===== src/hw/rtl/frs_pkg.sv =====
// ---------------------------------------------------------------------------
// Fragment read splitter package
// Shared widths, command codes and the command record passed from the front
// end through the command queue to the back end.
// ---------------------------------------------------------------------------
package frs_pkg;

    // Table geometry.
    localparam int TABLE_ENTRIES = 32;
    localparam int HALF_ENTRIES  = TABLE_ENTRIES / 2;
    localparam int TBL_IDX_W     = (TABLE_ENTRIES > 1) ? $clog2(TABLE_ENTRIES) : 1;

    // Result count limit per request.
    localparam int MAX_RESULTS   = 33;
    localparam int CNT_W         = $clog2(MAX_RESULTS + 1);

    // Field widths.
    localparam int WORD_W        = 32;
    localparam int ENTRY_IDX_W   = 5;
    localparam int IN_TDATA_W    = 168;
    localparam int OUT_TDATA_W   = 96;

    // Configuration port.
    localparam int  CFG_ADDR_W       = 1;
    localparam logic [CFG_ADDR_W-1:0] CFG_SECOND_DISC  = 1'b0;
    localparam logic [CFG_ADDR_W-1:0] CFG_CURRENT_DISC = 1'b1;

    // Input opcodes carried on tuser.
    localparam logic OP_LOAD = 1'b0;
    localparam logic OP_READ = 1'b1;

    // Command queue depth.
    localparam int QUEUE_DEPTH   = 2;
    localparam int QPTR_W        = $clog2(QUEUE_DEPTH);

    typedef enum logic {
        CMD_LOAD = 1'b0,
        CMD_READ = 1'b1
    } t_cmd_kind;

    // word_a: fragment start or request offset.
    // word_b: fragment end (33 bits) or request length (zero extended).
    // word_c: fragment sector.
    typedef struct packed {
        t_cmd_kind              kind;
        logic [TBL_IDX_W-1:0]   idx;
        logic [WORD_W-1:0]      word_a;
        logic [WORD_W:0]        word_b;
        logic [WORD_W-1:0]      word_c;
    } t_cmd;

    typedef struct packed {
        logic [WORD_W-1:0] second_lba;
        logic [WORD_W-1:0] current_lba;
    } t_disc_cfg;

    typedef struct packed {
        logic idle;
        logic pop;
    } t_back_status;

endpackage


===== src/hw/rtl/frs_front.sv =====
// ---------------------------------------------------------------------------
// Fragment read splitter front end
// Accepts input requests, drops those that produce no work, and turns the
// rest into table-load or read commands for the command queue.
// ---------------------------------------------------------------------------
module frs_front
    import frs_pkg::*;
(
    input  logic                   s_axis_tvalid,
    output logic                   s_axis_tready,
    input  logic [IN_TDATA_W-1:0]  s_axis_tdata,
    input  logic                   s_axis_tuser,
    input  logic                   i_queue_full,
    output logic                   o_push,
    output t_cmd                   o_cmd
);

    logic [ENTRY_IDX_W-1:0] entry_index;
    logic [WORD_W-1:0]      entry_start;
    logic [WORD_W-1:0]      entry_size;
    logic [WORD_W-1:0]      entry_sector;
    logic [WORD_W-1:0]      req_offset;
    logic [WORD_W-1:0]      req_length;
    logic                   accept;
    logic                   keep;

    // Unpack the request fields.
    assign entry_index  = s_axis_tdata[4:0];
    assign entry_start  = s_axis_tdata[36:5];
    assign entry_size   = s_axis_tdata[68:37];
    assign entry_sector = s_axis_tdata[100:69];
    assign req_offset   = s_axis_tdata[132:101];
    assign req_length   = s_axis_tdata[164:133];

    assign s_axis_tready = !i_queue_full;
    assign accept        = s_axis_tvalid && s_axis_tready;

    // Classify: loads outside the table and empty reads are dropped here.
    always_comb begin
        o_cmd = '0;
        keep  = 1'b0;
        if (s_axis_tuser == OP_LOAD) begin
            o_cmd.kind   = CMD_LOAD;
            o_cmd.idx    = TBL_IDX_W'(entry_index);
            o_cmd.word_a = entry_start;
            o_cmd.word_b = {1'b0, entry_start} + {1'b0, entry_size};
            o_cmd.word_c = entry_sector;
            keep         = (32'(entry_index) < 32'(TABLE_ENTRIES));
        end else begin
            o_cmd.kind   = CMD_READ;
            o_cmd.word_a = req_offset;
            o_cmd.word_b = {1'b0, req_length};
            keep         = (req_length != '0);
        end
    end

    assign o_push = accept && keep;

endmodule


===== config.mk =====
export PLATFORM = sky130hd
export DESIGN_NAME = frs_front
export DESIGN_NICKNAME = d
export VERILOG_FILES = /design/src/hw/rtl/frs_pkg.sv /design/src/hw/rtl/frs_front.sv
export SDC_FILE = /design/constraint.sdc
export NUM_CORES = 1
export LEC_CHECK = 0
export ABC_AREA = 1
export ABC_CLOCK_PERIOD_IN_PS = 1700
export BUFFER_PORTS_ARGS = -buffer_cell sky130_fd_sc_hd__buf_2
export CAP_MARGIN = 15
export CORE_AREA = 4 4 106 108
export DETAILED_ROUTE_END_ITERATION = 6
export DIE_AREA = 0 0 110 112
export PLACE_DENSITY = 0.73
export REMOVE_ABC_BUFFERS = 1
export SLEW_MARGIN = 0
export SYNTH_ARGS = -nofsm -noshare
export SYNTH_HDL_FRONTEND = slang
export SYNTH_SLANG_ARGS = --single-unit

===== constraint.sdc =====
create_clock -name vclk -period 1.7
set_input_delay 0 -clock vclk [all_inputs]
set_output_delay 0 -clock vclk [all_outputs]
set_load 0.01 [all_outputs]

-- Word-level counts from Yosys, hierarchy flattened
Index checks and enable logic that the tools add are counted.
- output and inout port bits: 105
- flip-flop bits (word level): 0
- multiplexer cells: 5
- reductions and logical operators: 4
- add/sub/neg operators: 1
- operators by type and width (kind ; number):
    $mux 65 ; 1
    $add 32x32->33 ; 1
    $mux 32 ; 1
    $reduce_bool 32->1 ; 1
    $mux 5 ; 1
    $logic_and 1x1->1 ; 2
    $mux 1 ; 2
    $logic_not 1->1 ; 1

-- Logic depth before layout (Yosys ltp)
Gate-level depths: netlist of the first run.
- word-level depth: 3
- depth in mapped cells: 12

-- Least setup slack after synthesis of the first run
Ideal clock, no wire load.
- path kind: input port to output port
- from: input s_axis_tdata[5]
- to: output o_cmd[56] (netlist bit)
- path buffers: 0
- stages: 11
- arrival: 1412 ps
- data required time: 1700 ps
- path slack: 288 ps
- path through: ha_1 -> fa_1 -> nand3_1 -> nand3_1 -> nand2_1 -> nand3_1 -> nand2_1 -> nand3_2 -> nand2_1 -> nand3_1 -> nand2_1
- RTL lines (element ; line ; RTL):
    start, declared ; frs_front.sv:11 ; input logic [IN_TDATA_W-1:0] s_axis_tdata,
    end, declared ; frs_front.sv:15 ; output t_cmd o_cmd

==> results of run 1 <==
## logic make-up (layout without fill, tap and decap cells)
group,after synthesis,count (layout),synth area share
AOI/OAI and AO/OA,44,44,0.06660
xor gates and xnor gates,8,8,0.01973
adders and majority gates,33,33,0.1184
buffers and inverters,173,437,0.1850
other,0,1,0
and+or+nand+nor,535,535,0.6103
## worst max-delay path: stages
cell and delay (ps):
buf_2 110, ha_2 190, fa_2 350, buf_4 150, nand2_1 70, nand3_2 80, buf_4 140, or2_2 260
nand3_1 70, nand2_1 50, buf_2 140
## placed cells by master (no fill, tap or decap), types with 9 or more instances in the layout
cell,synthesis,final
a21oi_2,1,11
a21oi_1,26,15
nand2_1,372,356
inv_1,154,152
nor2_1,86,81
ha_2,0,17
buf_2,3,272
buf_4,1,10
nand3_2,6,9
nand3_1,42,39
ha_1,32,14
nand2_2,3,18
## final cells by class
class	instances	area (um2)	share of cell area
multi-input cells	620	3088	0.5832
repair buffers	283	1456	0.2750
inverters	154	578.1	0.1092
well taps	136	170.2	0.03214
diodes	1	2.502	0.0004726
## metal layers
layer  vias up  share of wire  global-route usage
li1       2911              -                   -
met1      2328           0.42              0.2718
met2       192           0.49              0.3896
met3         4          0.084             0.01797
met4         0         0.0051             0.01579
met5         -              0                   0
## power groups by stage
stage	registers (mW)	logic, mW	clock network [mW]
6_report	0	1.72	0.0000000787
5_1_grt	0	1.94	0.0000000786
2_1_floorplan	0	0.943	0
3_3_place_gp	0	1.62	0
3_5_place_dp	0	1.63	0
4_1_cts	0	1.64	0
## per-stage QoR
stage | hold WS [ps] | area [um2] | setup TNS, ps | utilization
after floorplan | 0 | 3472 | 0 | -
after global placement | 239.9 | 5099 | -70.89 | 0.4983
after detailed placement | 240.6 | 5099 | -81.75 | 0.4983
after CTS | 241.3 | 5111 | 0 | 0.4996
after global routing | 270.9 | 5295 | -112.1 | 0.5175
final | 238.8 | 5295 | 0 | 0.5175
## timing repair
| action | 4_1_cts | 5_1_grt |
|---|---|---|
| gates resized for setup | 4 | 57 |
| pin swaps | 0 | 2 |
| setup endpoints to repair | 5 | 20 |
| buffers inserted | 0 | 0 |
## path summary, 6_finish.rpt
kind                       startpoint             to  slack (ps)  cells past startpoint
worst max-delay path  s_axis_tdata[5]      o_cmd[38]          90                     11
worst min-delay path     i_queue_full  s_axis_tready         240                      3
==> flow_summary.yaml, run 1 <==
critical_path:
  cp.required_ps: 1700
  arrival_ps: 1610
  critPathKind: "primary input to output port"
  worstPathMaxFanout: 4
  worstSetupStartpointType: "primary input"
  end_kind: "output port"
floorplan:
  num_io_pins: 276
  die_w_um: 110
  dieHeight_um: 112
  num_rows: 37
  start_util: 0.3471
  coreArea_um2: 10230
  fp.dieArea_um2: 12320
final_layout:
  area_growth_pct: 49.12
  instances_no_fill: 1194
  layout.nets: 1263
  regArea_um2: 0
  seq_cell_count: 0
  drive_above_1_share: 0.3377
  nClkBuffers: 0
  nFillCells: 1173
run:
  cap_violations: 0
timing:
  fmax_ghz: 0.6206
  rsz0062_at_grt: "yes"
  worst_pin_slew_ps: 561.3
  setup_viol: 0
  finalHoldViolations: 0
  timing.final.ws_setup_ps: 88.53
  period_share: 0.9479
  maxSlewViolCount: 0
  fin_crit_ps: 1611
  slew_headroom: 0.6223
global_routing:
  grt_overflow: 0
  grt_max_degree: 75
  grt_first_pass_wirelength_um: 21770
  grt_usage: 0.2108
  grt_antenna_before_repair: 1
  grt_pass1_vias: 4915
place:
  dpl.cell_count: 1193
  gp_congestion: 1.013
  place_ws_ps: -38.15
  dp_hpwl_um: 12410
  port_buffers: 273
logic_synthesis:
  seq_area_frac_synth: 0
  synth_top_area_frac: 0.3932
  yosysMostFrequentCell: "nand2_1"
  synth_commonest_cells: "372 x nand2_1, 154 x inv_1, 86 x nor2_1"
  syn-mean-instance-area_um2: 4.478
  synth_area_um2: 3551
  synth.distinct_cells: 26
  syn-instance-count: 793
  synth_area_leaders: "nand2_1 39%, inv_1 16%, ha_1 11%"
  yosysTopAreaCell: "nand2_1"
  yosys_warnings: 0
routing:
  viasPerCell: 4.552
  drcViolationCount: 0
  first_pass_iters: 4
  wl_um: 14200
  vias: 5435
  postRouteAntennaNets: 0
  post_drt_wl_per_cell_um: 11.89
  drtIter0Drc: 201
power:
  p_sw_frac: 0.5879
  p_sw_mw: 1.011
  p_total_mw: 1.719
  power_frac_seq: 0
  p_per_area_nw_per_um2: 324.7
  power_frac_comb: 1.000
  clockPowerShare: 0
  vdd_drop_max_v: 0.0001247
  p_leak_nw: 3.630
  internal_power_uw: 708.4
clock_network:
  hold_buffers: 0
run_status:
  outcome: "finished clean"
hold_path:
  hold_class: "primary input to output port"
No activity file was read; power rests on OpenSTA's default activity.
==> run 2, diff against run 1 <==
==> constraint.sdc (replaced) <==
create_clock -name vclk -period 1.7
set_input_delay 0 -clock vclk [all_inputs]
set_output_delay 0 -clock vclk [all_outputs]
set_load 0.005 [all_outputs]
==> run 2 against run 1 <==
Total power is 6.7% lower. Via count fell by 1.2%. Design area fell by 1.0%. Sequential share of layout area stayed put. Flip-flop and latch count stayed put. Non-clock buffer count down 2. Critical path depth unchanged. Count of clock-buffer cells in the layout did not move. First-iteration DRC count up 18%. Global-route usage increased by 0.37 points. Critical path type unchanged. Critical endpoint is now o_cmd[46].
==> flow_summary.yaml, run 2 (synthesis gave the netlist of run 1 again) <==
run_status:
  outcome: "finished clean"
critical_path:
  path_depth: 11
  cp_slowest_stage_delay_ps: 350
  arrival_ps: 1590
  critical_path.top_delay_family: "adder cells"
  crit_slowest_cell: "fa_2"
  worstSetupStartpointType: "primary input"
  cp.required_ps: 1700
  critPathKind: "primary input to output port"
  cp_cell_sequence: "buf_2 -> ha_2 -> fa_2 -> buf_4 -> nand2_1 -> nand3_2 -> nand2_1 -> nand2_2 -> xnor2_1 -> o21ai_1 -> buf_2"
  end_kind: "output port"
  worstPathMaxFanout: 4
  crit_buf_inv: 3
final_layout:
  drive_above_1_share: 0.3166
  design_area_um2: 5241
  area_growth_pct: 47.60
  layout.nets: 1261
  antenna_cells: 0
  regArea_um2: 0
  nClkBuffers: 0
  final_common_cell: "nand2_1"
  fin_util: 0.5123
  seq_cell_count: 0
  final_cell_mix: "363 x nand2_1, 272 x buf_2, 153 x inv_1"
global_routing:
  grt_first_pass_wirelength_um: 22140
  grt_pass1_vias: 5020
  grt_antenna_before_repair: 0
  grt_overflow: 0
  grt_max_degree: 78
  grt_usage: 0.2146
clock_network:
  cts_setup_buffers: 0
hold_path:
  hold_depth: 3
  hold_class: "primary input to output port"
  min_from: "i_queue_full"
  worstHoldEndpoint: "s_axis_tready"
timing:
  setup_viol: 0
  hold_ws_ps: 225.9
  fin_tns_setup_ps: 0
  worst_pin_slew_ps: 472.6
  period_share: 0.9339
  fin_crit_ps: 1588
  rsz0062_at_grt: "yes"
  fmax_ghz: 0.6298
  finalHoldViolations: 0
  slew_headroom: 0.6820
  maxSlewViolCount: 0
place:
  dpl-instance-area_um2: 5096
  gp_congestion: 0.9874
  dp_hpwl_um: 12460
  port_buffers: 273
floorplan:
  dieHeight_um: 112
  fp.dieArea_um2: 12320
  num_rows: 37
  coreArea_um2: 10230
  start_util: 0.3471
  die_w_um: 110
  num_io_pins: 276
routing:
  top_layer_used: "met4"
  first_pass_iters: 5
  dr_wl_met3_um: 1115
  post_drt_wl_per_cell_um: 11.93
  postRouteAntennaNets: 0
  drcViolationCount: 0
  met2_length_um: 6723
  drtIter0Drc: 238
  drt-met1-wl_um: 6194
  vias: 5371
  wl_um: 14210
  viasPerCell: 4.510
power:
  p_per_area_nw_per_um2: 306.0
  vdd_drop_max_v: 0.0001112
  p_total_mw: 1.604
  p_leak_nw: 3.631
run:
  cap_violations: 0
-- run 2: per-layer routing --
| layer | global-route usage | vias up |
|---|---|---|
| li1 | - | 2907 |
| met2 | 0.3807 | 201 |
| met3 | 0.02203 | 12 |
| met5 | 0 | - |
| met4 | 0.02577 | 0 |
| met1 | 0.2838 | 2251 |
-- run 2: how the worst max path moves through the flow --
| stage | from | endpoint | slack (ps) |
|---|---|---|---|
| global route | s_axis_tdata[29] | o_cmd[57] | -10 |
| finish | s_axis_tdata[5] | o_cmd[46] | 110 |
| global placement | s_axis_tdata[5] | o_cmd[56] | 3 |
| floorplan | s_axis_tdata[5] | o_cmd[56] | 280 |
| CTS | s_axis_tdata[5] | o_cmd[62] | 10 |
| detailed placement | s_axis_tdata[5] | o_cmd[52] | -3 |
-- run 2: cell type report --
| class | instances | area, um2 |
|---|---|---|
| multi-input cells | 620 | 3039 |
| fillers | 1201 | 4990 |
| inverters | 154 | 578.1 |
| well taps | 136 | 170.2 |
| repair buffers | 281 | 1454 |
-- run 2: through the flow --
step                      setup WS (ps)  cells
after floorplan                   278.6    774
after global placement            3.130   1191
after detailed placement         -3.000   1191
after CTS                         12.73   1191
after global routing             -11.43   1191
final                             112.3   1191
-- run 2: tightest hold or removal path: cells and delay by family --
kind | cells | cell delay (ps)
buffers and inverters | 3 | 230
-- run 2: report_power, final --
group          internal (mW)  total (mW)  switching, mW
Sequential                 0           0              0
Combinational          0.692        1.60          0.912
Clock                      0           0              0
Total                  0.692        1.60          0.912
-- run 2: repair_timing --
item,CTS,global route
hold buffers,0,0
resized for setup,2,37
endpoints found under the setup margin,3,16
pin swaps,0,2
==> run 3, diff against run 2 <==
CORE_AREA = default   (was 4 4 106 108)
CORE_ASPECT_RATIO = 0.6   (was default)
CORE_MARGIN = 4   (was default)
CORE_UTILIZATION = 42   (was default)
DIE_AREA = default   (was 0 0 110 112)
PLACE_DENSITY = 0.86   (was 0.73)
==> run 3 against run 2 <==
First-iteration DRC count grew 130%. Worst hold slack better by 15 ps. Die area decreased by 19%. Total power is 4.9% higher. Via count rose by 3.9%. Critical path depth up 2. Core utilization rose by 14 points. Combinational power increased by 5%. Count of clock-buffer cells in the layout did not move. Final cell count is 2.1% lower. Global-route usage increased by 6.3 points. Sequential share of layout area unchanged.
==> flow_summary.yaml, run 3 (synthesis gave the netlist of run 1 again) <==
hold_path:
  hold_depth: 3
  worstHoldEndpoint: "s_axis_tready"
  min_from: "i_queue_full"
  hold_class: "primary input to output port"
floorplan:
  fp.dieArea_um2: 10040
  coreArea_um2: 8039
  die_w_um: 126.7
  num_rows: 25
  dieHeight_um: 79.23
  start_util: 0.4417
  num_io_pins: 276
final_layout:
  antenna_cells: 0
  final_common_cell: "nand2_1"
  nClkBuffers: 0
  seq_cell_count: 0
  regArea_um2: 0
  instances_no_fill: 1166
  final_cell_mix: "361 x nand2_1, 272 x buf_2, 153 x inv_1"
  drive_above_1_share: 0.3346
  layout.nets: 1264
  area_growth_pct: 48.13
routing:
  viasPerCell: 4.788
  post_drt_wl_per_cell_um: 13.12
  drtIter0Drc: 538
  postRouteAntennaNets: 0
  drcViolationCount: 0
  first_pass_iters: 5
  wl_um: 15300
  vias: 5583
timing:
  maxSlewViolCount: 0
  hold_ws_ps: 240.8
  fmax_ghz: 0.6172
  timing.final.ws_setup_ps: 79.65
  fin_crit_ps: 1620
  worst_pin_slew_ps: 488.3
  rsz0062_at_grt: "yes"
  slew_headroom: 0.6715
  finalHoldViolations: 0
  period_share: 0.9531
  setup_viol: 0
global_routing:
  grt_first_pass_wirelength_um: 23270
  grt_max_degree: 91
  grt_use_met3: 0.04099
  grt_antenna_before_repair: 0
  grt_usage: 0.2775
  top_usage_layer: "met1"
  grt_util_met1: 0.4451
  grt_use_met2: 0.4030
  grt_pass1_vias: 4718
  grt_overflow: 0
critical_path:
  crit_buf_inv: 2
  cp_slowest_stage_delay_ps: 370
  critPathKind: "primary input to output port"
  arrival_ps: 1620
  end_kind: "output port"
  cp_cell_sequence: "buf_2 -> ha_2 -> nand2_1 -> nand3_2 -> nand2_1 -> nand2_1 -> nand2_1 -> nand2_2 -> nand2_1 -> nand3_1 -> nand3_1 -> nand2_1 -> buf_2"
  worstPathMaxFanout: 7
  worstSetupStartpointType: "primary input"
  critical_path.top_delay_family: "simple AND/OR/NAND/NOR gates"
  cp.required_ps: 1700
  path_depth: 13
  crit_top_cell: "nand2_1"
  crit_slowest_cell: "ha_2"
clock_network:
  hold_buffers: 0
run:
  cap_violations: 0
power:
  p_per_area_nw_per_um2: 319.9
  vdd_drop_max_v: 0.0002121
  p_leak_nw: 3.634
place:
  dp_hpwl_um: 13360
  dpl.cell_count: 1165
  port_buffers: 273
  gp_congestion: 0.9697
  place_ws_ps: -50.05
run_status:
  outcome: "finished clean"
-- run 3: changes by cell type in the layout (fill, tap and decap cells not counted), sizes merged --
cell and change:
buf +3
-- run 3: routing by layer --
layer | up-vias | wire, um
li1 | 2916 | -
met1 | 2366 | 7189
met2 | 297 | 6096
met3 | 4 | 1995
met4 | 0 | 21
met5 | - | 0
-- run 3: where the power goes --
part / internal [mW] / switching, mW / leakage [nW]
combinational: 0.708 / 0.975 / 3.63
clock: 0 / 0 / 0
sequential: 0 / 0 / 0
-- run 3: repair_timing --
action	4_1_cts	5_1_grt
endpoints found under the setup margin	3	19
resized for setup	4	52
setup buffers	0	1
pin swaps	0	2
-- run 3: final cells by class --
class,instances,area [um2]
Timing Repair Buffer,284,1476
Fill cell,805,2779
Tap cell,108,135.1
Multi-Input combinational cell,620,3070
Inverter,154,578.1
-- run 3: worst max-delay path by stage --
stage                                 from        end  slack [ps]
after floorplan            s_axis_tdata[5]  o_cmd[56]         280
after global placement     s_axis_tdata[5]  o_cmd[52]          -7
after detailed placement   s_axis_tdata[5]  o_cmd[52]         -50
after CTS                  s_axis_tdata[5]  o_cmd[62]          50
after global routing      s_axis_tdata[20]  o_cmd[59]         -20
final                      s_axis_tdata[7]  o_cmd[61]          80
-- run 3: stage by stage --
stage	TNS, ps	power [mW]	util	area [um2]
2_1_floorplan	0	0.8621	-	3472
3_3_place_gp	-6.802	1.552	0.6314	5076
3_5_place_dp	-69.02	1.570	0.6314	5076
4_1_cts	0	1.583	0.6333	5091
5_1_grt	-81.99	1.877	0.6543	5260
6_report	0	1.683	0.6543	5260
