==> config.mk <==
export PLATFORM = sky130hd
export DESIGN_NAME = frs_queue
export DESIGN_NICKNAME = d
export VERILOG_FILES = /design/src/hw/rtl/frs_pkg.sv /design/src/hw/rtl/frs_queue.sv
export SDC_FILE = /design/constraint.sdc
export NUM_CORES = 1
export LEC_CHECK = 0
export CAP_MARGIN = 20
export CORE_MARGIN = 3
export CORE_UTILIZATION = 44
export DETAILED_ROUTE_END_ITERATION = 10
export DONT_BUFFER_PORTS = 1
export PLACE_DENSITY_LB_ADDON = 0.3
export SLEW_MARGIN = 20
export SYNTH_ARGS = -nofsm -noshare
export SYNTH_HDL_FRONTEND = slang
export SYNTH_SLANG_ARGS = --single-unit
export TNS_END_PERCENT = 1
==> constraint.sdc <==
create_clock -name i_clk -period 13.2 [get_ports i_clk]
set_clock_uncertainty 0.2 [all_clocks]
set_input_delay 1.32 -clock i_clk [delete_from_list [all_inputs] [get_ports i_clk]]
set_output_delay 1.32 -clock i_clk [all_outputs]
set_load 0.01 [all_outputs]
==> src/hw/rtl/frs_pkg.sv <==
// ---------------------------------------------------------------------------
// Fragment read splitter package
// Shared widths, command codes and the command record passed from the front
// end through the command queue to the back end.
// ---------------------------------------------------------------------------
package frs_pkg;

    // Table geometry.
    localparam int TABLE_ENTRIES = 32;
    localparam int HALF_ENTRIES  = TABLE_ENTRIES / 2;
    localparam int TBL_IDX_W     = (TABLE_ENTRIES > 1) ? $clog2(TABLE_ENTRIES) : 1;

    // Result count limit per request.
    localparam int MAX_RESULTS   = 33;
    localparam int CNT_W         = $clog2(MAX_RESULTS + 1);

    // Field widths.
    localparam int WORD_W        = 32;
    localparam int ENTRY_IDX_W   = 5;
    localparam int IN_TDATA_W    = 168;
    localparam int OUT_TDATA_W   = 96;

    // Configuration port.
    localparam int  CFG_ADDR_W       = 1;
    localparam logic [CFG_ADDR_W-1:0] CFG_SECOND_DISC  = 1'b0;
    localparam logic [CFG_ADDR_W-1:0] CFG_CURRENT_DISC = 1'b1;

    // Input opcodes carried on tuser.
    localparam logic OP_LOAD = 1'b0;
    localparam logic OP_READ = 1'b1;

    // Command queue depth.
    localparam int QUEUE_DEPTH   = 2;
    localparam int QPTR_W        = $clog2(QUEUE_DEPTH);

    typedef enum logic {
        CMD_LOAD = 1'b0,
        CMD_READ = 1'b1
    } t_cmd_kind;

    // word_a: fragment start or request offset.
    // word_b: fragment end (33 bits) or request length (zero extended).
    // word_c: fragment sector.
    typedef struct packed {
        t_cmd_kind              kind;
        logic [TBL_IDX_W-1:0]   idx;
        logic [WORD_W-1:0]      word_a;
        logic [WORD_W:0]        word_b;
        logic [WORD_W-1:0]      word_c;
    } t_cmd;

    typedef struct packed {
        logic [WORD_W-1:0] second_lba;
        logic [WORD_W-1:0] current_lba;
    } t_disc_cfg;

    typedef struct packed {
        logic idle;
        logic pop;
    } t_back_status;

endpackage

==> src/hw/rtl/frs_queue.sv <==
// ---------------------------------------------------------------------------
// Fragment read splitter command queue
// A short first-in first-out buffer that decouples the classifying front end
// from the splitting back end.
// ---------------------------------------------------------------------------
module frs_queue
    import frs_pkg::*;
(
    input  logic i_clk,
    input  logic i_rst_n,
    input  logic i_push,
    input  t_cmd i_push_cmd,
    input  logic i_pop,
    output t_cmd o_head_cmd,
    output logic o_full,
    output logic o_empty
);

    t_cmd                 r_mem [QUEUE_DEPTH];
    logic [QPTR_W-1:0]    r_wr_ptr;
    logic [QPTR_W-1:0]    r_rd_ptr;
    logic [QPTR_W:0]      r_count;

    logic push_ok;
    logic pop_ok;

    assign o_full     = (r_count == (QPTR_W+1)'(QUEUE_DEPTH));
    assign o_empty    = (r_count == '0);
    assign o_head_cmd = r_mem[r_rd_ptr];
    assign push_ok    = i_push && !o_full;
    assign pop_ok     = i_pop && !o_empty;

    // Storage is written without reset; only the pointers and count are control state.
    always_ff @(posedge i_clk) begin
        if (push_ok) begin
            r_mem[r_wr_ptr] <= i_push_cmd;
        end
    end

    // Pointer and occupancy bookkeeping.
    always_ff @(posedge i_clk) begin
        if (!i_rst_n) begin
            r_wr_ptr <= '0;
            r_rd_ptr <= '0;
            r_count  <= '0;
        end else begin
            if (push_ok) begin
                r_wr_ptr <= r_wr_ptr + 1'b1;
            end
            if (pop_ok) begin
                r_rd_ptr <= r_rd_ptr + 1'b1;
            end
            if (push_ok && !pop_ok) begin
                r_count <= r_count + 1'b1;
            end else if (pop_ok && !push_ok) begin
                r_count <= r_count - 1'b1;
            end
        end
    end

endmodule

[Word level (Yosys, flattened, before mapping)]
Memories as Yosys holds them, arrays and structs flattened. A register that Yosys moved wholly into a read port is not among the register bits.
Cells that the tools add are included.
Operators by class
  bitwise logic cells: 0
  reductions and logical operators: 10
  mux-type cells: 6
  $lt $le $gt $ge: 0
  multiply operators: 0
  equality and inequality tests: 1
  shifts and indexed selects: 0
  add/sub/neg operators: 4
  divide/modulo/power cells: 0
Operators with widths (number)
  logical AND 1 bit: 4
  logical NOT 1 bit: 4
  2-to-1 mux 1 bit: 4
  2-to-1 mux 2 bit: 2
  adder 1 bit (second input constant): 2
  adder 2 x 1 -> 2 bit (second input constant): 1
  == test 2 bit (second input constant): 1
  logical NOT 2 bit: 1
  nonzero test 2 bit: 1
  subtractor 2 x 1 -> 2 bit (second input constant): 1
Word-level totals
  input bits: 107
  memory bits (writable): 206
  bits in latches: 0
  ROM bits: 0
  register bits: 4
  memories kept: 1
  word-level logic and storage cells: 25
Memories
  r_mem: depth 2, bits a word 103, read ports 1, clocked after memory_dff 1, wr ports 1, line frs_queue.sv:19  | t_cmd r_mem [QUEUE_DEPTH];

[Logic depth before layout (Yosys ltp)]
Gate-level depths: netlist of the first run.
  depth after elaboration: 7
  gate-level depth with buffers: 7
  mapped depth without buffers: 7

[Worst setup path before layout of the first run]
OpenSTA, ideal clock, no wires.
  path type: input to register
  start point: input port i_push
  end point: memory r_mem[0][0] (netlist name) (enable)
  setup time: 0.548 ns
  arrival: 5.386 ns
  path buffers: 0
  setup slack: 7.066 ns
  required time: 12.452 ns
  stages on the path: 2
  cells stage by stage: inv_1 > nor3_2
Between the ends
  cells in the longest elaborated chain, start to end: 3
Ends and longest elaborated chain
  start: declaration: line frs_queue.sv:11  | input logic i_push,
  logical AND 1 bit: line frs_queue.sv:30  | assign push_ok = i_push && !o_full;
  2-to-1 mux 1 bit: line frs_queue.sv:35  | if (push_ok) begin
  2-to-1 mux 1 bit (implied by the code): line frs_queue.sv:36  | r_mem[r_wr_ptr] <= i_push_cmd;
  end: declaration: line frs_queue.sv:19
No other way between the ends.

==> results of run 1 <==
metal layers:
layer | vias to the layer above | part of all wire (%)
met5 | - | 0
li1 | 1391 | -
met4 | 0 | 2.2
met3 | 23 | 14
met2 | 150 | 49
met1 | 1515 | 35
flip-flops by register name (all words and copies together), names as in the netlist, named ones only:
signal and count:
r_mem 206, r_rd_ptr 1, r_count 2, r_wr_ptr 1
worst max-delay path, cell delays in order, from the launching register on:
cell	delay, ns
dfxtp_4	0.76
buf_4	0.68
mux2_1	0.46
power breakdown:
group,total (mW),internal (mW),leakage (nW),switching [mW]
clock,0.529,0.310,0.301,0.219
combinational,0.294,0.105,0.477,0.189
sequential,0.883,0.843,1.97,0.0395
how the worst max path moves through the flow:
stage,startpoint,end,depth (start not counted)
CTS,flop,o_head_cmd[19],2
global route,flop,o_head_cmd[53],2
global placement,flop,o_head_cmd[19],2
detailed placement,flop,o_head_cmd[19],2
floorplan,i_push,r_mem[0][0],2
finish,flop,o_head_cmd[51],2
placed cells by master, fill, tap and decap left out, types with 2 or more instances in the layout:
cell type / instances
edfxtp_1: 206
mux2_1: 70
mux2_2: 33
clkbuf_16: 21
clkinv_2: 4
buf_4: 4
dfxtp_1: 4
and2_1: 3
clkbuf_1: 3
nor2_1: 2
xnor2_1: 2
clkinvlp_4: 2
clkinv_4: 2
Yosys cell counts, types with 2 or more instances:
cell / number / share of area, %
buf_6: 7 / 1.0
xnor2_1: 2 / 0.23
and2_1: 3 / 0.24
nor2_1: 2 / 0.098
dfxtp_1: 5 / 1.3
mux2_1: 70 / 10
mux2_2: 33 / 4.8
buf_2: 3 / 0.20
edfxtp_1: 206 / 81
kinds of logic after synthesis:
kind of cell,Yosys count,synth area share [%]
adder cells (fa/ha/maj),1,0.163
buffers and inverters,13,1.42
flip-flops,211,81.8
AND/OR/NAND/NOR,9,0.717
AO/OA/AOI/OAI,5,0.424
multiplexers,103,15.1
XOR/XNOR,3,0.342
final cells by class:
cell class                 count  area (sq um)
fill                        1364          8300
sequential                   211          6290
multi-input combinational    121          1300
clock buffer                  24           537
tap                          220           275
clock inverter                 9          82.6
timing repair buffer           4          30.0
inverter                       2          7.51
metrics by stage:
stage,hold WS [ns],power [mW],cells,util [%],setup WS (ns)
2_1_floorplan,0.283,1.15,345,-,7.07
3_3_place_gp,0.298,1.19,558,47.0,9.65
3_5_place_dp,0.322,1.20,558,47.0,9.62
4_1_cts,0.332,1.74,591,50.7,9.11
5_1_grt,0.366,1.78,591,50.7,9.03
6_report,0.330,1.71,591,50.7,9.21
==> impl_metrics.ini, run 1 <==
[clocking]
h-tree-depth = 1
cts_tree = done
clock_latency_ns = 0.47
holdBufCountCts = 0
cts_resized = 0
cts-root-buf = clkbuf_16
clockBufferDepth = 3
clk_transition_reported_paths_ns = 0.06
cts_buffers = 21
post_cts_buffers = 0
clock_sinks = 211

[synthesis]
seq_area_frac_synth_pct = 81.8
synthFlopType = edfxtp_1
async_flop_share_pct = 0
synth_area_sq_um = 7680
ys_seq_elements = 211
yosysWarnings = 0
synthesis.instances = 345
synth-edff-count = 206
ys_types = 23
synthesis.nets = 453
postSynthAreaPerCell_sq_um = 22.3

[global_routing]
grt_first_pass_wirelength_mm = 19.1
grt-busiest-layer = met2
met1_usage_pct = 13.1
track_usage_pct = 12.6
antenna_found_initial = 0
met2_usage_pct = 21.5
grt_max_degree = 59
grtUsageMet3_pct = 7.49
grt_pass1_vias = 3343
grt-ovfl-total = 0

[floorplanning]
dieArea_sq_um = 19100
die_h_um = 138
ios = 212
die_width_um = 138
start_util_pct = 45.7
row_count = 47
core-area_sq_um = 16800

[hold_path]
hold_depth = 2
hp-start = r_count[1]
hold_class = flop to flop
holdPathEnd = r_count[1]

[place]
placed_cell_area_sq_um = 7900
dp_hpwl_mm = 8.39
gp_congestion = 0.717
io_buffers = 0

[pwr]
powerDensity_nw_per_um2 = 200
cellLeakagePower_nw = 2.74
ir_drop_uv = 118

[sta]
relSlewSlack_pct = 48.5
tightest_slew_ns = 0.773
finalHoldViolCount = 0
min_period_ns = 3.99
post-route-period-util_pct = 30.2
setup_viol = 0
fin_setup_tns_ns = 0
grt_setup_unrepaired = false
max_freq_mhz = 251
finalMaxSlewViolations = 0

[route]
drc_errors = 0
finalWirelength_mm = 12.6
ant_nets = 0
first_pass_iters = 4
via_count = 3079
wire_per_inst_um = 21.3
avgViaCountPerCell = 5.21
dr.first_iter.drc_count = 142

[worst_setup_path]
worstReg2RegStart = r_count[0]
cp_max_fo = 56
r2r_cells = 5
critPathArrivalTime_ns = 2.47
cp-start-kind = flop
worstSetupEndpointType = primary output
worstPathRequired_ns = 11.68
crit_type = flop to primary output
r2r_setup_slack_ns = 10.49
worst_r2r_endpoint = r_mem[0][2]

[cells_and_area]
antenna_cells = 0
final_area_sq_um = 8520
drive_gt1_share_pct = 19.1
area_growth_pct = 10.9
nNetsFinal = 469

[run]
drv_cap = 0

[status]
outcome = completed
(Power assumes the default switching activity.)
==> run 2: changes to the inputs <==
--- a/config.mk
+++ b/config.mk
@@ -5,6 +5,7 @@
 export SDC_FILE = /design/constraint.sdc
 export NUM_CORES = 1
 export LEC_CHECK = 0
+export ABC_AREA = 1
 export CAP_MARGIN = 20
 export CORE_MARGIN = 3
 export CORE_UTILIZATION = 44
==> constraint.sdc (replaced) <==
create_clock -name i_clk -period 3.65 [get_ports i_clk]
set_clock_uncertainty 0.2 [all_clocks]
set_input_delay 0.365 -clock i_clk [delete_from_list [all_inputs] [get_ports i_clk]]
set_output_delay 0.365 -clock i_clk [all_outputs]
set_load 0.01 [all_outputs]
==> impl_metrics.ini, run 2 <==
[sta]
finalMaxSlewViolations = 0
relSlewSlack_pct = 47.8
max_freq_mhz = 376
tightest_slew_ns = 0.775
setup_ws_ns = 0.988
post-route-period-util_pct = 72.9
fin_setup_tns_ns = 0
setup_viol = 0
hold_ws_ns = 0.201
min_period_ns = 2.66
grt_setup_unrepaired = false
finalHoldViolCount = 0

[cells_and_area]
area_growth_pct = 26.0
seq_area_sq_um = 6290
nFillCells = 1268
reg_top3 = r_mem x206, r_count x2
top_register = r_mem
final_cell_mix = edfxtp_1 (206), dlygate4sd3_1 (105), mux2_2 (103), clkbuf_16 (23)
largest_reg_flops = 206
final_common_cell = edfxtp_1
drive_gt1_share_pct = 28.1
multi_input_area_sq_um = 1280
nNetsFinal = 590
final_cells = 719

[worst_setup_path]
worstSetupEndpointType = primary output
worstReg2RegStart = r_count[0]
cp_max_fo = 57
critPathArrivalTime_ns = 2.10
crit_type = flop to primary output
r2r_setup_slack_ns = 1.29
worst_r2r_endpoint = r_mem[0][56]
worstPathRequired_ns = 3.08
r2r_cells = 3
cp-start-kind = flop

[clocking]
h-tree-depth = 1
cts-root-buf = clkbuf_16
clock_latency_ns = 0.49
clockBufferDepth = 3
cts_buffers = 22
clk_transition_reported_paths_ns = 0.06
cts_tree = done
clock_sinks = 211
post_cts_buffers = 0

[global_routing]
grt_max_degree = 58
grt_pass1_vias = 3928
track_usage_pct = 14.5
antenna_found_initial = 1
grt_first_pass_wirelength_mm = 22.1
grt-ovfl-total = 0

[pwr]
cellLeakagePower_nw = 3.24
ir_drop_uv = 390
powerDensity_nw_per_um2 = 664

[route]
drc_errors = 0
avgViaCountPerCell = 5.05
ant_nets = 0
wire_per_inst_um = 19.6
finalWirelength_mm = 14.1
first_pass_iters = 4
dr.first_iter.drc_count = 144
via_count = 3629

[synthesis]
synth_simple_gate_area_share_pct = 0.976
synth_compound_area_share_pct = 0.260
seq_area_frac_synth_pct = 81.8
muxShareOfSynthArea_pct = 15.1
synthFlopType = edfxtp_1
synth_commonest_cells = edfxtp_1 (206), mux2_2 (103), nor2_1 (11), inv_1 (9), buf_6 (7)
synth_area_leaders = edfxtp_1 (80%), mux2_2 (15%), dfxtp_1 (1.3%)
synth-edff-count = 206
synth_largest_area_cell = edfxtp_1
ys_types = 14
ys_seq_elements = 211
yosysMostFrequentCell = edfxtp_1
synth_top_family_by_area = multiplexers
synthesis.nets = 466
synthAdderAreaFrac_pct = 0.163
yosysWarnings = 0
synth_xor_area_share_pct = 0
synth_area_sq_um = 7690
synthesis.instances = 358
async_flop_share_pct = 0
postSynthAreaPerCell_sq_um = 21.5
synth_top_area_share_pct = 80.5

[hold_path]
hold_class = primary input to flop
hold_depth = 3
holdPathEnd = r_wr_ptr
hp-start = i_push

[floorplanning]
row_count = 47
dieArea_sq_um = 19100
die_h_um = 138
ios = 212
die_width_um = 138
core-area_sq_um = 16800
start_util_pct = 45.7

[place]
dp_hpwl_mm = 8.66
dp_worst_setup_slack_ns = 1.28
io_buffers = 0
gp_congestion = 0.699
dp.cells = 573

[status]
outcome = completed

[run]
drv_cap = 0
==> run 2: changes by cell type in the layout (fill, tap and decap cells not counted), moves of 3 or more <==
cell	change
clkbuf_1	+6
clkbuf_8	+4
mux2_1	-70
nor2_1	+7
clkinv_1	+3
mux2_2	+70
nand2_1	+6
and2_1	-3
clkinv_2	-4
dlygate4sd3_1	+105
inv_1	+8
==> run 2: cells by family (layout without fill, tap and decap cells) <==
logic type / after synthesis / after routing
AOI/OAI and AO/OA: 4 / 4
adders and majority gates: 1 / 1
and+or+nand+nor: 19 / 19
DFF: 211 / 211
other: 0 / 1
muxes: 103 / 103
buffers and inverters: 20 / 160
==> run 2: per-stage QoR <==
step / utilization, % / instance area, sq um / total power [mW]
3_3_place_gp: 47.3 / 7950 / 4.30
4_1_cts: 57.6 / 9690 / 6.51
2_1_floorplan: - / 7690 / 4.13
5_1_grt: 57.6 / 9690 / 6.73
6_report: 57.6 / 9690 / 6.44
3_5_place_dp: 47.3 / 7950 / 4.33
==> run 2: power breakdown <==
group          total [mW]  leakage [nW]  internal, mW  switching (mW)
Combinational        1.17         0.944         0.483           0.691
Sequential           3.20          1.96          3.06           0.132
Clock                2.07         0.332          1.24           0.828
==> run 2: worst max-delay path by stage <==
| stage | from | endpoint | slack [ns] | depth (start not counted) |
|---|---|---|---|---|
| floorplan | r_count[0] | r_mem[0][0] | -0.25 | 2 |
| global placement | r_count[0] | r_mem[0][41] | 1.34 | 3 |
| detailed placement | r_count[0] | r_mem[0][79] | 1.28 | 3 |
| CTS | flop | o_head_cmd[38] | 0.93 | 2 |
| global route | flop | o_head_cmd[33] | 0.87 | 2 |
| finish | flop | o_head_cmd[33] | 0.99 | 2 |
==> run 2: final cells by class <==
| class | instances | share of cell area [%] |
|---|---|---|
| repair buffers | 111 | 11.6 |
| inverters | 9 | 0.349 |
| flip-flops and latches | 211 | 64.9 |
| clock buffers | 36 | 6.86 |
| clock inverters | 4 | 0.207 |
| diodes | 1 | 0.0258 |
| well taps | 220 | 2.84 |
| multi-input cells | 127 | 13.2 |
==> run 2: routing by layer <==
layer / share of wire (%) / GRT usage [%]
met1: 38 / 17.5
met3: 10 / 6.66
met2: 50 / 23.7
met5: 0 / 0
met4: 1.5 / 3.90
==> run 2: timing repair <==
action | in CTS | in global routing
gates resized for setup | 0 | 0
endpoints found under the hold margin | 211 | 0
hold buffers | 105 | 0
==> run 2: worst max-delay path: stages (launching register included) <==
cell	delay, ns
dfxtp_4	0.75
buf_12	0.35
mux2_2	0.44
==> run 3: changes to the inputs <==
--- a/config.mk
+++ b/config.mk
@@ -5,7 +5,7 @@
 export SDC_FILE = /design/constraint.sdc
 export NUM_CORES = 1
 export LEC_CHECK = 0
-export ABC_AREA = 1
+export ABC_AREA = 0
 export CAP_MARGIN = 20
 export CORE_MARGIN = 3
 export CORE_UTILIZATION = 44
==> constraint.sdc (replaced) <==
create_clock -name i_clk -period 2.15 [get_ports i_clk]
set_clock_uncertainty 0.2 [all_clocks]
set_input_delay 0.215 -clock i_clk [delete_from_list [all_inputs] [get_ports i_clk]]
set_output_delay 0.215 -clock i_clk [all_outputs]
set_load 0.01 [all_outputs]
==> impl_metrics.ini, run 3 (synthesis gave the netlist of run 1 again) <==
[sta]
min_period_ns = 2.02
post-route-period-util_pct = 93.9
grt_setup_unrepaired = false
max_freq_mhz = 495
tightest_slew_ns = 0.360
setup_ws_ns = 0.131
setup_viol = 0
finalMaxSlewViolations = 0
hold_ws_ns = 0.0676
finalHoldViolCount = 0
relSlewSlack_pct = 76.0

[cells_and_area]
nFillCells = 1250
top_register = r_mem
utilization_pct = 58.2
largest_reg_flops = 206
final_common_cell = edfxtp_1
seq_area_sq_um = 6290
final_cells = 713
final_cell_mix = edfxtp_1 (206), dlygate4sd3_1 (106), mux2_1 (70), mux2_2 (33), clkbuf_16 (23)
area_growth_pct = 27.5
multi_input_area_sq_um = 1310
reg_top3 = r_mem x206, r_count x2
drive_gt1_share_pct = 15.3
nNetsFinal = 584

[floorplanning]
row_count = 47
ios = 212
start_util_pct = 45.7
die_h_um = 138
dieArea_sq_um = 19100
core-area_sq_um = 16800
die_width_um = 138

[pwr]
cellLeakagePower_nw = 3.27
ir_drop_uv = 791
powerDensity_nw_per_um2 = 1130

[place]
dp.cells = 561
dp_worst_setup_slack_ns = 0.364
io_buffers = 0
gp_congestion = 0.723

[worst_setup_path]
r2r_cells = 4
cp_max_fo = 31
crit_type = flop to primary output
worstSetupEndpointType = primary output
worstPathRequired_ns = 1.74
cp-start-kind = flop
critPathArrivalTime_ns = 1.60
worstReg2RegStart = r_count[0]

[global_routing]
grt_first_pass_wirelength_mm = 22.6
grt_max_degree = 60
antenna_found_initial = 2
grt_pass1_vias = 3843
track_usage_pct = 14.7
grt-ovfl-total = 0

[clocking]
clockBufferDepth = 3
cts-root-buf = clkbuf_16
cts_buffers = 22
cts_tree = done
h-tree-depth = 1
clock_latency_ns = 0.49
clock_sinks = 211
clk_transition_reported_paths_ns = 0.06

[route]
finalWirelength_mm = 14.4
first_pass_iters = 4
ant_nets = 0
wire_per_inst_um = 20.2
avgViaCountPerCell = 5.01
via_count = 3573
drc_errors = 0
dr.first_iter.drc_count = 113

[run]
drv_cap = 0

[hold_path]
hp-start = i_push
hold_depth = 3
hold_class = primary input to flop

[status]
outcome = completed
[run 3: worst max-delay path: stages (launching register included)]
cell,delay [ns]
dfxtp_4,0.45
buf_12,0.23
mux2_1,0.41
[run 3: worst paths after layout]
path,to,slack [ns]
worst min register to register,r_count[1],0.38
worst max-delay path,o_head_cmd[48],0.13
worst min-delay path,r_mem[0][92],0.07
worst max register to register,r_mem[0][73],0.35
[run 3: what timing repair did]
item,4_1_cts,5_1_grt
hold buffers,106,0
setup endpoints to repair,82,1
endpoints found under the hold margin,211,0
gates resized for setup,0,0
buffers inserted,1,4
[run 3: layout make-up]
class | instances | share of cell area (%)
diodes | 2 | 0.0511
repair buffers | 118 | 12.7
well taps | 220 | 2.81
multi-input cells | 121 | 13.3
clock inverters | 9 | 0.613
flip-flops and latches | 211 | 64.3
clock buffers | 30 | 6.15
inverters | 2 | 0.102
[run 3: power by group]
group	internal, mW	switching [mW]
Sequential	5.17	0.164
Clock	2.06	1.37
Combinational	0.944	1.38
[run 3: per-layer routing]
metal | vias to the layer above | GRT usage [%] | wire length (um)
li1 | 1635 | - | -
met4 | 0 | 3.22 | 251
met2 | 153 | 23.7 | 6920
met1 | 1758 | 19.1 | 5940
met3 | 27 | 5.97 | 1250
met5 | - | 0 | 0
[run 3: stage by stage]
step	TNS [ns]	total power [mW]	area (sq um)
after detailed placement	0	7.53	8020
after CTS	0	11.2	9760
after global routing	0	11.6	9790
after floorplan	-308.59	7.09	7700
after global placement	0	7.49	8020
final	0	11.1	9790
